File: src/hw/rtl/rvis_pkg.sv
// Package for the RV64IM instruction step block: beat types, codes, helpers.
// No dependencies; used by every module in hw/rtl except rvis_ram.
package rvis_pkg;

  typedef struct packed {
    logic        mode;
    logic [31:0] instr_word;
    logic        fetch_ok;
    logic [63:0] load_data;
    logic        access_ok;
  } in_item_t;

  typedef struct packed {
    logic [1:0]  kind;
    logic [63:0] pc_out;
    logic [63:0] mem_address;
    logic [1:0]  mem_size;
    logic        mem_write;
    logic [63:0] store_data;
    logic [2:0]  exit_reason;
    logic [4:0]  fault_register;
  } out_item_t;

  typedef struct packed {
    logic [2:0]  f3;
    logic        word;
    logic [63:0] a;
    logic [63:0] b;
  } md_req_t;

  typedef struct packed {
    logic        en;
    logic [63:0] data;
  } cfg_wr_t;

  localparam logic [1:0] KIND_RETIRE = 2'd0;
  localparam logic [1:0] KIND_REQ    = 2'd1;
  localparam logic [1:0] KIND_EXIT   = 2'd2;

  localparam logic [2:0] EXIT_UNALIGNED = 3'd0;
  localparam logic [2:0] EXIT_FETCH     = 3'd1;
  localparam logic [2:0] EXIT_READ      = 3'd2;
  localparam logic [2:0] EXIT_WRITE     = 3'd3;
  localparam logic [2:0] EXIT_ECALL     = 3'd4;
  localparam logic [2:0] EXIT_EBREAK    = 3'd5;
  localparam logic [2:0] EXIT_UNDEF     = 3'd6;

  localparam logic [6:0] OPC_LUI    = 7'h37;
  localparam logic [6:0] OPC_AUIPC  = 7'h17;
  localparam logic [6:0] OPC_JAL    = 7'h6f;
  localparam logic [6:0] OPC_JALR   = 7'h67;
  localparam logic [6:0] OPC_BRANCH = 7'h63;
  localparam logic [6:0] OPC_LOAD   = 7'h03;
  localparam logic [6:0] OPC_STORE  = 7'h23;
  localparam logic [6:0] OPC_IMM    = 7'h13;
  localparam logic [6:0] OPC_IMM32  = 7'h1b;
  localparam logic [6:0] OPC_OP     = 7'h33;
  localparam logic [6:0] OPC_OP32   = 7'h3b;
  localparam logic [6:0] OPC_FENCE  = 7'h0f;
  localparam logic [6:0] OPC_SYSTEM = 7'h73;

  localparam logic [31:0] WORD_ECALL  = 32'h0000_0073;
  localparam logic [31:0] WORD_EBREAK = 32'h0010_0073;

  localparam logic [2:0] F3_MUL  = 3'd0;
  localparam logic [2:0] F3_DIV  = 3'd4;
  localparam logic [2:0] F3_DIVU = 3'd5;
  localparam logic [2:0] F3_REM  = 3'd6;
  localparam logic [2:0] F3_REMU = 3'd7;

  localparam logic [6:0] F7_BASE = 7'h00;
  localparam logic [6:0] F7_ALT  = 7'h20;
  localparam logic [6:0] F7_MD   = 7'h01;

  localparam int XLEN    = 64;
  localparam int NREGS   = 32;
  localparam int QDEPTH  = 2;

  function automatic logic [63:0] sext32(input logic [63:0] x);
    sext32 = {{32{x[31]}}, x[31:0]};
  endfunction

endpackage

File: src/hw/rtl/rvis_front.sv
// Front end: accepts input beats into a short queue toward the execute side.
// Depends on rvis_pkg.
module rvis_front
  import rvis_pkg::*;
(
  input  logic     clk,
  input  logic     rst_n,
  input  logic     in_valid,
  output logic     in_stall,
  input  in_item_t in_item,
  output logic     hd_valid,
  output in_item_t hd_item,
  input  logic     pop
);
  in_item_t   q_r [QDEPTH];
  logic       wp_r, rp_r;
  logic [1:0] cnt_r;
  logic       push;

  assign in_stall = (cnt_r == 2'(QDEPTH));
  assign push     = in_valid && !in_stall;
  assign hd_valid = (cnt_r != 2'd0);
  assign hd_item  = q_r[rp_r];

  always_ff @(posedge clk) begin
    if (push) begin
      q_r[wp_r] <= in_item;
    end
    if (!rst_n) begin
      wp_r  <= 1'b0;
      rp_r  <= 1'b0;
      cnt_r <= 2'd0;
    end else begin
      if (push) wp_r <= ~wp_r;
      if (pop)  rp_r <= ~rp_r;
      cnt_r <= cnt_r + 2'(push) - 2'(pop);
    end
  end
endmodule

File: config.mk
export PLATFORM = sky130hd
export DESIGN_NAME = rvis_front
export DESIGN_NICKNAME = d
export VERILOG_FILES = /design/src/hw/rtl/rvis_pkg.sv /design/src/hw/rtl/rvis_front.sv
export SDC_FILE = /design/constraint.sdc
export NUM_CORES = 1
export LEC_CHECK = 0
export BUFFER_PORTS_ARGS = -buffer_cell sky130_fd_sc_hd__buf_4
export CORE_ASPECT_RATIO = 1.2
export CORE_UTILIZATION = 35
export CTS_BUF_LIST = sky130_fd_sc_hd__clkbuf_8
export CTS_CLUSTER_DIAMETER = 50
export DETAILED_ROUTE_END_ITERATION = 10
export PLACE_DENSITY = 0.69
export SYNTH_ARGS = -nofsm -noshare
export SYNTH_HDL_FRONTEND = slang
export SYNTH_SLANG_ARGS = --single-unit
File: constraint.sdc
create_clock -name clk -period 8.1 [get_ports clk]
set_input_delay 0 -clock clk [delete_from_list [all_inputs] [get_ports clk]]
set_output_delay 0 -clock clk [all_outputs]
set_load 0.02 [all_outputs]
; ---- Word level (Yosys, flattened, before mapping)
; Memories as Yosys holds them, arrays and structs flattened. A register that Yosys moved wholly into a read port is not among the register bits.
; Cells that the tools add are included.
[classes]
eq_ne = 1
n_bitwise = 2
addsub = 2
reduce_logical = 3
muxes = 4
[ops]
columns = operator, count
row1 = 2-to-1 mux 1 bit, 4
row2 = adder 2 x 1 -> 2 bit, 1
row3 = equality test 2 bit (second input constant), 1
row4 = inverter 1 bit, 2
row5 = nonzero test 2 bit, 1
row6 = subtractor 2 x 1 -> 2 bit, 1
row7 = logical AND 1 bit, 1
row8 = zero test 1 bit, 1
[totals]
ram_bits = 198
reg_bits = 4
out_inout_bits = 101
elab_cells = 16
n_memories = 1
[memory_table]
columns = memory, depth, width, read_ports, rd_clocked_by_memory_dff, wr, line_no
row1 = q_r, 2, 99, 1, 1, 1, rvis_front.sv:15  ; in_item_t q_r [QDEPTH];

; ---- Depth between registers and ports, before layout
; Gate-level depths: netlist (run 1).
[depth]
ltp_word = 5
depth_mapped = 8

; ---- Worst setup path before layout (run 1)
; Ideal clock, no wire load.
[synth_timing]
path_kind = register to register
from = reg cnt_r[0]
to = mem q_r[0][0] (netlist bit), enable pin
setup_time_ns = 0.557
required_ns = 7.543
arrival_time_ns = 4.677
path_stages_with_launch = 4
path_buffers = 0
setup_slack_ns = 2.866
cell_sequence = dfxtp_1 -> nand2b_1 -> nand2_1 -> nor2_1
[synth_between]
elab_chain_len = 5
[synth_rtl]
columns = item, line_no
row1 = from (decl), rvis_front.sv:17  ; logic [1:0] cnt_r;
row2 = from (signal assigned), rvis_front.sv:36  ; cnt_r <= cnt_r + 2'(push) - 2'(pop);
row3 = equality test 2 bit, rvis_front.sv:20  ; assign in_stall = (cnt_r == 2'(QDEPTH));
row4 = zero test 1 bit, rvis_front.sv:21  ; assign push = in_valid && !in_stall;
row5 = logical AND 1 bit, rvis_front.sv:21
row6 = 2-to-1 mux 1 bit, rvis_front.sv:26  ; if (push) begin
row7 = 2-to-1 mux 1 bit (not written as such), rvis_front.sv:27  ; q_r[wp_r] <= in_item;
row8 = to (decl), rvis_front.sv:15
; Every way passes these cells.

==> impl_metrics.toml, run 1 <==
[worst_setup_path]
critical_path_buf_inv_count = 2
cp_data_required_time_ps = 8100
reg2reg_depth = 3
critical-path-top-cell-by-count = "buf_4"
worst-path-max-fanout = 52
worst_setup_path_end_kind = "primary output"
critPathTopFamily = "buffers and inverters"
startpoint_type = "flop"
cp_data_arrival_time_ps = 2620
timing.critical_path.cells = "buf_4 > mux2_2 > buf_4"
worstSetupPathDepth = 3
critPathKind = "reg -> out"
critPathSlowestCell = "dfxtp_4"
regToRegSetupSlack_ps = 5780
timing.critical_path.slowest_cell_delay_ps = 800

[cts]
cts_sinks = 203
cts-buffers-inserted = 34
tritoncts = "yes"
clkLatencyLatePin_ps = 500
holdBufCountCts = 102
cts.clk_slew.worst_paths_ps = 60
post-cts-setup-buffer-count = 0
clk_path_buf_depth = 3
cts_max_level = 2
clock_tree.root_cell = "clkbuf_8"
post_cts_resize_count = 0

[hold_path]
whs_path_depth = 2
hold_path.class = "in -> reg"

[global_routing]
via_count_of_the_first_global_routing_pass = 4803
first_pass_grt_wire_length_mm = 23.5
total_gr_overflow = 0
grtUsageTotal_pct = 14.1
maximum_number_of_pins_on_one_net_before_global_route_repair = 55
grt_antenna_before_repair = 1

[power]
cellLeakagePower_nw = 4.16
switchingPower_uw = 749
cellPowerDensity_mw_per_mm2 = 259
relative_contribution_of_sequential_cells_to_total_power_pct = 48.9
intPower_mw = 2.07
switching_share_pct = 26.6
power_frac_comb_pct = 21.8
total_power_mw = 2.82
power.share.clock_pct = 29.3
vdd_drop_max_mv = 0.241

[sta]
report.final.setup_viol = 0
worst_slew_pin_slew_ps = 763
maxSlewViolCount = 0
rsz0062_at_grt = "no"
slew_headroom_pct = 49.1
hold_violations = 0
maxClockFrequency_mhz = 382
finalCritPeriodShare_pct = 32.3
finClkSkew_ps = 14.7
totalNegativeSetupSlack_ps = 0
finalWorstPathRequiredPeriod_ps = 2620

[place]
gpl.final_weighted_congestion = 0.710
port_buffers = 203
dpl.cell_count = 794
hpwlAfterDp_mm = 9.04

[outcome]
outcome = "finished, final reports clean"

[drt]
drt_drc_violations_left = 0
drt_pass_1_iters = 4
vias_per_inst = 4.45
number_of_drc_violations_after_detailed_routing_iteration_0 = 179
route.top_layer_used = "met4"
dr_total_vias = 4255
postRouteWirelength_mm = 15.4
drtAntennaViolNets = 0
wirelength_met1_mm = 5.74
met2WireLength_mm = 8.18
detailroute.wirelength.met3_mm = 1.09
route.detailed.wl_per_inst_um = 16.1

[synth]
ys_seq_area_share_pct = 81.7
synth.ff_latch_count = 203
yosysWarnings = 0
netlist_instances = 333
synth.avg_cell_area_um2 = 22.2
post_synth_num_cell_types = 17
synth_nets = 438
syn_area_mm2 = 0.00740

[run]
maxCapViolations = 0

[floorplan]
rows = 57
placeableCoreArea_mm2 = 0.0205
initial_core_util_pct = 36.1
design.die.area_mm2 = 0.0217
dieHeight_um = 161
dieWidth_um = 135
num_io_pins = 204

[finish]
final_net_count = 772
area_growth_pct = 47.0
leading_cell_types_in_the_layout_fill_and_taps_excluded = "buf_4, edfxtp_1, dlygate4sd3_1, mux2_2, clkbuf_8"
postLayoutCoreUtil_pct = 53.1
mostFrequentLayoutCell = "buf_4"
final_cells = 956
final_layout_size_suffix_gt1_share_pct = 51.3
## registers in the layout, indices dropped and copies added (netlist names), named ones only
register  count
cnt_r         2
wp_r          1
rp_r          1
q_r         198
## layer usage
metal | track usage (%) | up-vias
met1 | 14.3 | 2077
li1 | - | 1983
met3 | 4.77 | 34
met4 | 5.52 | 0
met2 | 26.0 | 161
met5 | 0 | -
## Yosys cell counts
library cell,number,area (um^2)
and2_1,1,6.26
buf_6,3,33.8
mux2_2,89,1000
nor2_1,4,15.0
inv_1,3,11.3
mux2_4,10,150
mux2i_1,1,10.0
xor2_1,1,8.76
ha_1,2,25.0
or2_2,1,6.26
dfxtp_1,5,100
nand2b_1,2,12.5
and3_1,1,6.26
edfxtp_1,198,5950
xnor2_1,2,17.5
nand2_1,2,7.51
buf_2,8,40.0
## layout make-up
class                   instances  area (um^2)
clock inverters                22          116
clock buffers                  37          509
inverters                       3         11.3
repair buffers                309         2570
flip-flops and latches        203         6050
multi-input cells             116         1280
fillers                      1590         9590
diodes                          1         2.50
well taps                     265          332
## worst reg2reg max path, stage by stage, from the launching register on
cell	delay (ps)
dfxtp_1	360
nand2b_1	180
and3_4	660
buf_4	720
## final timing paths
check	startpoint	endpoint
worst max-delay path	flop	hd_item[6]
worst min-delay path	in_item[69]	q_r[0][69]
worst max register to register	cnt_r[0]	q_r[1][66]
worst min register to register	rp_r	rp_r
## per-stage QoR
| step | instance area [um^2] | hold slack [ps] | setup slack, ps |
|---|---|---|---|
| after floorplan | 7400 | 98.9 | 2870 |
| after global placement | 9230 | 186 | 5850 |
| after detailed placement | 9230 | 188 | 5770 |
| after CTS | 10900 | 191 | 5400 |
| after global routing | 10900 | 202 | 5290 |
| final | 10900 | 221 | 5480 |
## power groups by stage
stage	combinational (mW)	sequential, mW	clock [mW]
after global routing	0.655	1.39	0.901
final	0.616	1.38	0.826
after CTS	0.624	1.38	0.854
after global placement	0.570	1.39	0
after floorplan	0.339	1.40	0
after detailed placement	0.580	1.40	0
## cells by family after synthesis
group                      share of synthesized area (%)
muxes                                               15.7
and+or+nand+nor                                    0.727
adders and majority gates                          0.338
buffers and inverters                               1.15
xor gates and xnor gates                           0.355
DFF                                                 81.7
Power figures use the tool's default switching activity.
==> run 2: changes to the inputs <==
--- a/config.mk
+++ b/config.mk
@@ -5,6 +5,7 @@
 export SDC_FILE = /design/constraint.sdc
 export NUM_CORES = 1
 export LEC_CHECK = 0
+export ABC_AREA = 1
 export BUFFER_PORTS_ARGS = -buffer_cell sky130_fd_sc_hd__buf_4
 export CORE_ASPECT_RATIO = 1.2
 export CORE_UTILIZATION = 35
==> constraint.sdc (replaced) <==
create_clock -name clk -period 2.54 [get_ports clk]
set_input_delay 0 -clock clk [delete_from_list [all_inputs] [get_ports clk]]
set_output_delay 0 -clock clk [all_outputs]
set_load 0.02 [all_outputs]
==> impl_metrics.toml, run 2 <==
[outcome]
outcome = "finished, final reports clean"

[run]
maxCapViolations = 0

[worst_setup_path]
timing.rr.start = "cnt_r[0]"
worst_setup_path_end_kind = "primary output"
critPathSlowestCell = "dfxtp_4"
regToRegSetupSlack_ps = 800
worst-path-max-fanout = 37
critPathKind = "reg -> out"
timing.critical_path.slowest_cell_delay_ps = 710
cp_data_required_time_ps = 2540
startpoint_type = "flop"
timing.critical_path.cells = "buf_4 > mux2_2 > buf_4"
cp_data_arrival_time_ps = 2130
critical-path-top-cell-by-count = "buf_4"
reg2reg_depth = 5
worstReg2RegEnd = "q_r[1][50]"

[global_routing]
grt_antenna_before_repair = 0
first_pass_grt_wire_length_mm = 23.8
via_count_of_the_first_global_routing_pass = 4851
grtUsageTotal_pct = 14.1
total_gr_overflow = 0
maximum_number_of_pins_on_one_net_before_global_route_repair = 100

[drt]
drtAntennaViolNets = 0
dr_total_vias = 4301
postRouteWirelength_mm = 15.3
drt_pass_1_iters = 4
route.detailed.wl_per_inst_um = 15.9
number_of_drc_violations_after_detailed_routing_iteration_0 = 217
drt_drc_violations_left = 0
vias_per_inst = 4.46

[power]
cellPowerDensity_mw_per_mm2 = 745
cellLeakagePower_nw = 4.20
vdd_drop_max_mv = 0.582
switchingPower_mw = 1.94
power.share.clock_pct = 33.2
intPower_mw = 6.21
power_frac_comb_pct = 16.5
switching_share_pct = 23.8
relative_contribution_of_sequential_cells_to_total_power_pct = 50.3

[sta]
finalCritPeriodShare_pct = 84.0
totalNegativeSetupSlack_ps = 0
report.final.setup_viol = 0
finClkSkew_ps = 25.0
hold_violations = 0
rsz0062_at_grt = "no"
maxSlewViolCount = 0
slew_headroom_pct = 56.3
maxClockFrequency_mhz = 469
finalWorstPathRequiredPeriod_ps = 2130
worst_slew_pin_slew_ps = 656

[synth]
post-synth-top-area-cell = "edfxtp_1"
synth.ff_latch_count = 203
synthTopCellsByArea = "edfxtp_1, mux2_2, mux2_4, dfxtp_1, buf_2"
compound_gate_fraction_of_synth_area_pct = 0.135
netlist_top_cells_count = "edfxtp_1, mux2_2, mux2_4, nand2_1, buf_2"
ys_seq_area_share_pct = 81.7
share_of_synthesized_area_spent_on_multiplexers_pct = 15.6
ys_async_sr_fraction_pct = 0
syn_area_mm2 = 0.00740
synth_nets = 447
synth_enable_flop_cells = 198
synth_largest_type_area_fraction_pct = 80.3
synth-main-ff-cell = "edfxtp_1"
yosysWarnings = 0
synthSimpleGateAreaFrac_pct = 0.946
post_synth_xor_area_fraction_pct = 0
synth.avg_cell_area_um2 = 21.6
synth-adder-area-share_pct = 0.338
netlist_instances = 342
post_synth_num_cell_types = 12
most_frequently_used_cell_type_in_the_post_synthesis_netlist = "edfxtp_1"
largest_family_of_logic_cells_by_synthesized_area = "multiplexers"

[cts]
cts.clk_slew.worst_paths_ps = 60
cts-buffers-inserted = 34
clk_path_buf_depth = 3
clock_tree.root_cell = "clkbuf_8"
cts_sinks = 203
cts_max_level = 2
post-cts-setup-buffer-count = 0
tritoncts = "yes"
clkLatencyLatePin_ps = 500

[finish]
top_register = "q_r"
area_growth_pct = 47.8
top_regs = "q_r (198), cnt_r (2)"
final_layout_size_suffix_gt1_share_pct = 50.4
largest_register_ffs = 198
antennaDiodeCount = 0
leading_cell_types_in_the_layout_fill_and_taps_excluded = "buf_4, edfxtp_1, dlygate4sd3_1, mux2_2, clkbuf_8"
mostFrequentLayoutCell = "buf_4"
postLayoutCoreUtil_pct = 53.5
final_net_count = 783

[floorplan]
placeableCoreArea_mm2 = 0.0205
rows = 57
initial_core_util_pct = 36.2
dieHeight_um = 161
dieWidth_um = 135
num_io_pins = 204
design.die.area_mm2 = 0.0217

[place]
hpwlAfterDp_mm = 9.21
gpl.final_weighted_congestion = 0.704
port_buffers = 203

[hold_path]
hold_path.class = "in -> reg"
whs_path_depth = 2
hold_path_end = "q_r[0][76]"
hold_path.startpoint = "in_item[76]"
==> run 2: cell count changes after synthesis, sizes merged, moves of 2 or more <==
| cell | change |
|---|---|
| inv | +4 |
| nor2 | +2 |
| nand2b | -2 |
| nand3 | +2 |
| a21oi | +2 |
| nand2 | +8 |
| xnor2 | -2 |
==> run 2: what timing repair did <==
item                                   in CTS  in global routing
gates resized for setup                     0                  0
hold buffers                              102                  0
endpoints found under the hold margin     203                  0
==> run 2: logic make-up (layout without fill, tap and decap cells) <==
kind of cell,Yosys count,count (layout)
DFF,203,203
buffers and inverters,18,375
muxes,99,99
and+or+nand+nor,18,18
adders and majority gates,2,2
AOI/OAI and AO/OA,2,2
==> run 2: layout make-up <==
type / instances / area (um^2)
repair buffers: 311 / 2630
clock inverters: 20 / 130
clock buffers: 37 / 509
multi-input cells: 121 / 1260
well taps: 265 / 332
fillers: 1576 / 9530
flip-flops and latches: 203 / 6050
inverters: 7 / 30.0
==> run 2: worst max-delay path: cells and delay by family, from the launching register on <==
family	cells	cell delay (ps)
flip-flops	1	710
buffers and inverters	2	520
multiplexers	1	370
==> run 2: per-layer routing <==
layer	track usage, %	routed length (um)
met2	26.1	8270
met3	4.21	944
met1	14.6	5660
met4	6.03	431
met5	0	0
==> run 2: metrics by stage <==
| stage | cell area (um^2) | std cells | total power, mW | hold WS [ps] | worst slack, ps |
|---|---|---|---|---|---|
| after floorplan | 7410 | 342 | 4.82 | 93.5 | 93.5 |
| after global placement | 9280 | 805 | 5.35 | 185 | 886 |
| after detailed placement | 9280 | 805 | 5.39 | 188 | 811 |
| after CTS | 10900 | 964 | 8.28 | 187 | 338 |
| after global routing | 10900 | 964 | 8.53 | 191 | 277 |
| final | 10900 | 964 | 8.15 | 227 | 406 |
==> run 2: power by group through the flow <==
stage | Combinational (mW) | Sequential (mW) | Clock (mW)
after floorplan | 0.685 | 4.13 | 0
after global placement | 1.20 | 4.15 | 0
final | 1.35 | 4.10 | 2.71
after CTS | 1.36 | 4.10 | 2.82
after global routing | 1.43 | 4.12 | 2.97
after detailed placement | 1.23 | 4.17 | 0
==> run 2: worst max-delay path by stage <==
| stage | from | depth (start not counted) | end |
|---|---|---|---|
| finish | flop | 3 | hd_item[85] |
| floorplan | cnt_r[0] | 4 | q_r[0][0] |
| global route | flop | 3 | hd_item[59] |
| CTS | flop | 3 | hd_item[59] |
| global placement | cnt_r[0] | 5 | q_r[1][34] |
| detailed placement | cnt_r[0] | 5 | q_r[1][30] |
==> run 3: changes to the inputs <==
==> constraint.sdc (replaced) <==
create_clock -name clk -period 2.17 [get_ports clk]
set_input_delay 0 -clock clk [delete_from_list [all_inputs] [get_ports clk]]
set_output_delay 0 -clock clk [all_outputs]
set_load 0.02 [all_outputs]
==> impl_metrics.toml, run 3 (synthesis results as in run 2) <==
[outcome]
outcome = "finished, final reports clean"

[cts]
post_cts_resize_count = 0
clock_tree.root_cell = "clkbuf_8"
post-cts-setup-buffer-count = 0
cts-buffers-inserted = 34
clkLatencyLatePin_ps = 500
cts_max_level = 2
cts.clk_slew.worst_paths_ps = 60
clk_path_buf_depth = 3
tritoncts = "yes"
cts_sinks = 203
holdBufCountCts = 102

[floorplan]
dieWidth_um = 135
placeableCoreArea_mm2 = 0.0205
dieHeight_um = 161
initial_core_util_pct = 36.2
design.die.area_mm2 = 0.0217
rows = 57
num_io_pins = 204

[place]
port_buffers = 203
hpwlAfterDp_mm = 9.37
placement.setup.worst_slack_ps = 547
gpl.final_weighted_congestion = 0.709

[drt]
drt_drc_violations_left = 0
number_of_drc_violations_after_detailed_routing_iteration_0 = 147
vias_per_inst = 4.49
dr_total_vias = 4351
drtAntennaViolNets = 0
drt_pass_1_iters = 4
route.detailed.wl_per_inst_um = 16.2
postRouteWirelength_mm = 15.7

[worst_setup_path]
worst_setup_path_end_kind = "primary output"
reg2reg_depth = 5
cp_data_arrival_time_ps = 1960
worstSetupPathDepth = 3
timing.critical_path.slowest_cell_delay_ps = 590
cp_data_required_time_ps = 2170
critPathKind = "reg -> out"
critical_path_buf_inv_count = 2
timing.critical_path.cells = "buf_12 > mux2_2 > buf_4"
worst-path-max-fanout = 41
startpoint_type = "flop"
critPathSlowestCell = "dfxtp_4"
critPathTopFamily = "flip-flops"

[global_routing]
grt_antenna_before_repair = 0
first_pass_grt_wire_length_mm = 24.1
via_count_of_the_first_global_routing_pass = 4825
grtUsageTotal_pct = 14.5
total_gr_overflow = 0
maximum_number_of_pins_on_one_net_before_global_route_repair = 56

[power]
relative_contribution_of_sequential_cells_to_total_power_pct = 50.9
cellPowerDensity_mw_per_mm2 = 860
total_power_mw = 9.41
switching_share_pct = 25.0
cellLeakagePower_nw = 4.19
switchingPower_mw = 2.35
intPower_mw = 7.06
power_frac_comb_pct = 17.0
vdd_drop_max_mv = 0.524
power.share.clock_pct = 32.1

[hold_path]
whs_path_depth = 2
hold_path.class = "in -> reg"

[sta]
finClkSkew_ps = 21.9
hold_violations = 0
rsz0062_at_grt = "no"
maxSlewViolCount = 0
report.final.setup_viol = 0
finalWorstPathRequiredPeriod_ps = 1960
finalCritPeriodShare_pct = 90.1
worst_slew_pin_slew_ps = 634
totalNegativeSetupSlack_ps = 0
maxClockFrequency_mhz = 511
slew_headroom_pct = 57.8
final.setup.worst_slack_ps = 214

[finish]
final_net_count = 783
top_regs = "q_r (198), cnt_r (2)"
leading_cell_types_in_the_layout_fill_and_taps_excluded = "buf_4, edfxtp_1, dlygate4sd3_1, mux2_2, clkbuf_8"
antennaDiodeCount = 0
mostFrequentLayoutCell = "buf_4"
fill_cells = 1633
top_register = "q_r"
final_layout_size_suffix_gt1_share_pct = 51.4
largest_register_ffs = 198
area_growth_pct = 47.9
seqCellArea_mm2 = 0.00605
footprint_of_the_multi_input_gates_mm2 = 0.00127

[run]
maxCapViolations = 0
==> run 3: cell types whose count changed in the layout (fill, tap and decap cells not counted), sizes merged <==
cell      before  now
bufinv         2    0
clkinv         8   12
clkinvlp       1    3
inv           16   17
==> run 3: area by class of cell <==
class	instances	area share, %
sequential	203	55.3
timing repair buffer	311	24.1
multi-input combinational	121	11.6
clock buffer	37	4.65
tap	265	3.03
clock inverter	25	0.994
inverter	7	0.274
==> run 3: worst register-to-register path, cell delays in order, from the launching register on <==
cell and delay [ps]:
dfxtp_2 330, inv_2 40, nand2_2 90, nand2_2 90
nor2_4 140, buf_4 530
==> run 3: final timing paths <==
| kind | start | endpoint | slack, ps |
|---|---|---|---|
| setup / recovery | flop | hd_item[75] | 210 |
| hold / removal | in_item[49] | q_r[1][49] | 220 |
| setup reg to reg | cnt_r[0] | q_r[0][71] | 560 |
| hold reg to reg | rp_r | rp_r | 490 |
==> run 3: routing by layer <==
metal / GRT usage [%] / share of wire, %
met5: 0 / 0
met4: 6.69 / 3.0
met3: 4.58 / 6.8
met2: 27.7 / 55
met1: 13.8 / 35
==> run 3: metrics by stage <==
step | utilization (%) | instances | hold slack, ps | instance area [um^2]
after floorplan | - | 342 | 93.4 | 7430
after global placement | 45.5 | 805 | 184 | 9310
after detailed placement | 45.5 | 805 | 187 | 9310
after CTS | 53.5 | 969 | 185 | 10900
after global routing | 53.5 | 969 | 185 | 10900
final | 53.5 | 969 | 219 | 10900
==> run 3: power groups by stage <==
stage               clock (mW)  sequential [mW]  combinational, mW
floorplan                    0             4.84              0.806
global placement             0             4.85               1.44
detailed placement           0             4.87               1.46
CTS                       3.14             4.79               1.62
global route              3.32             4.82               1.71
finish                    3.02             4.79               1.60
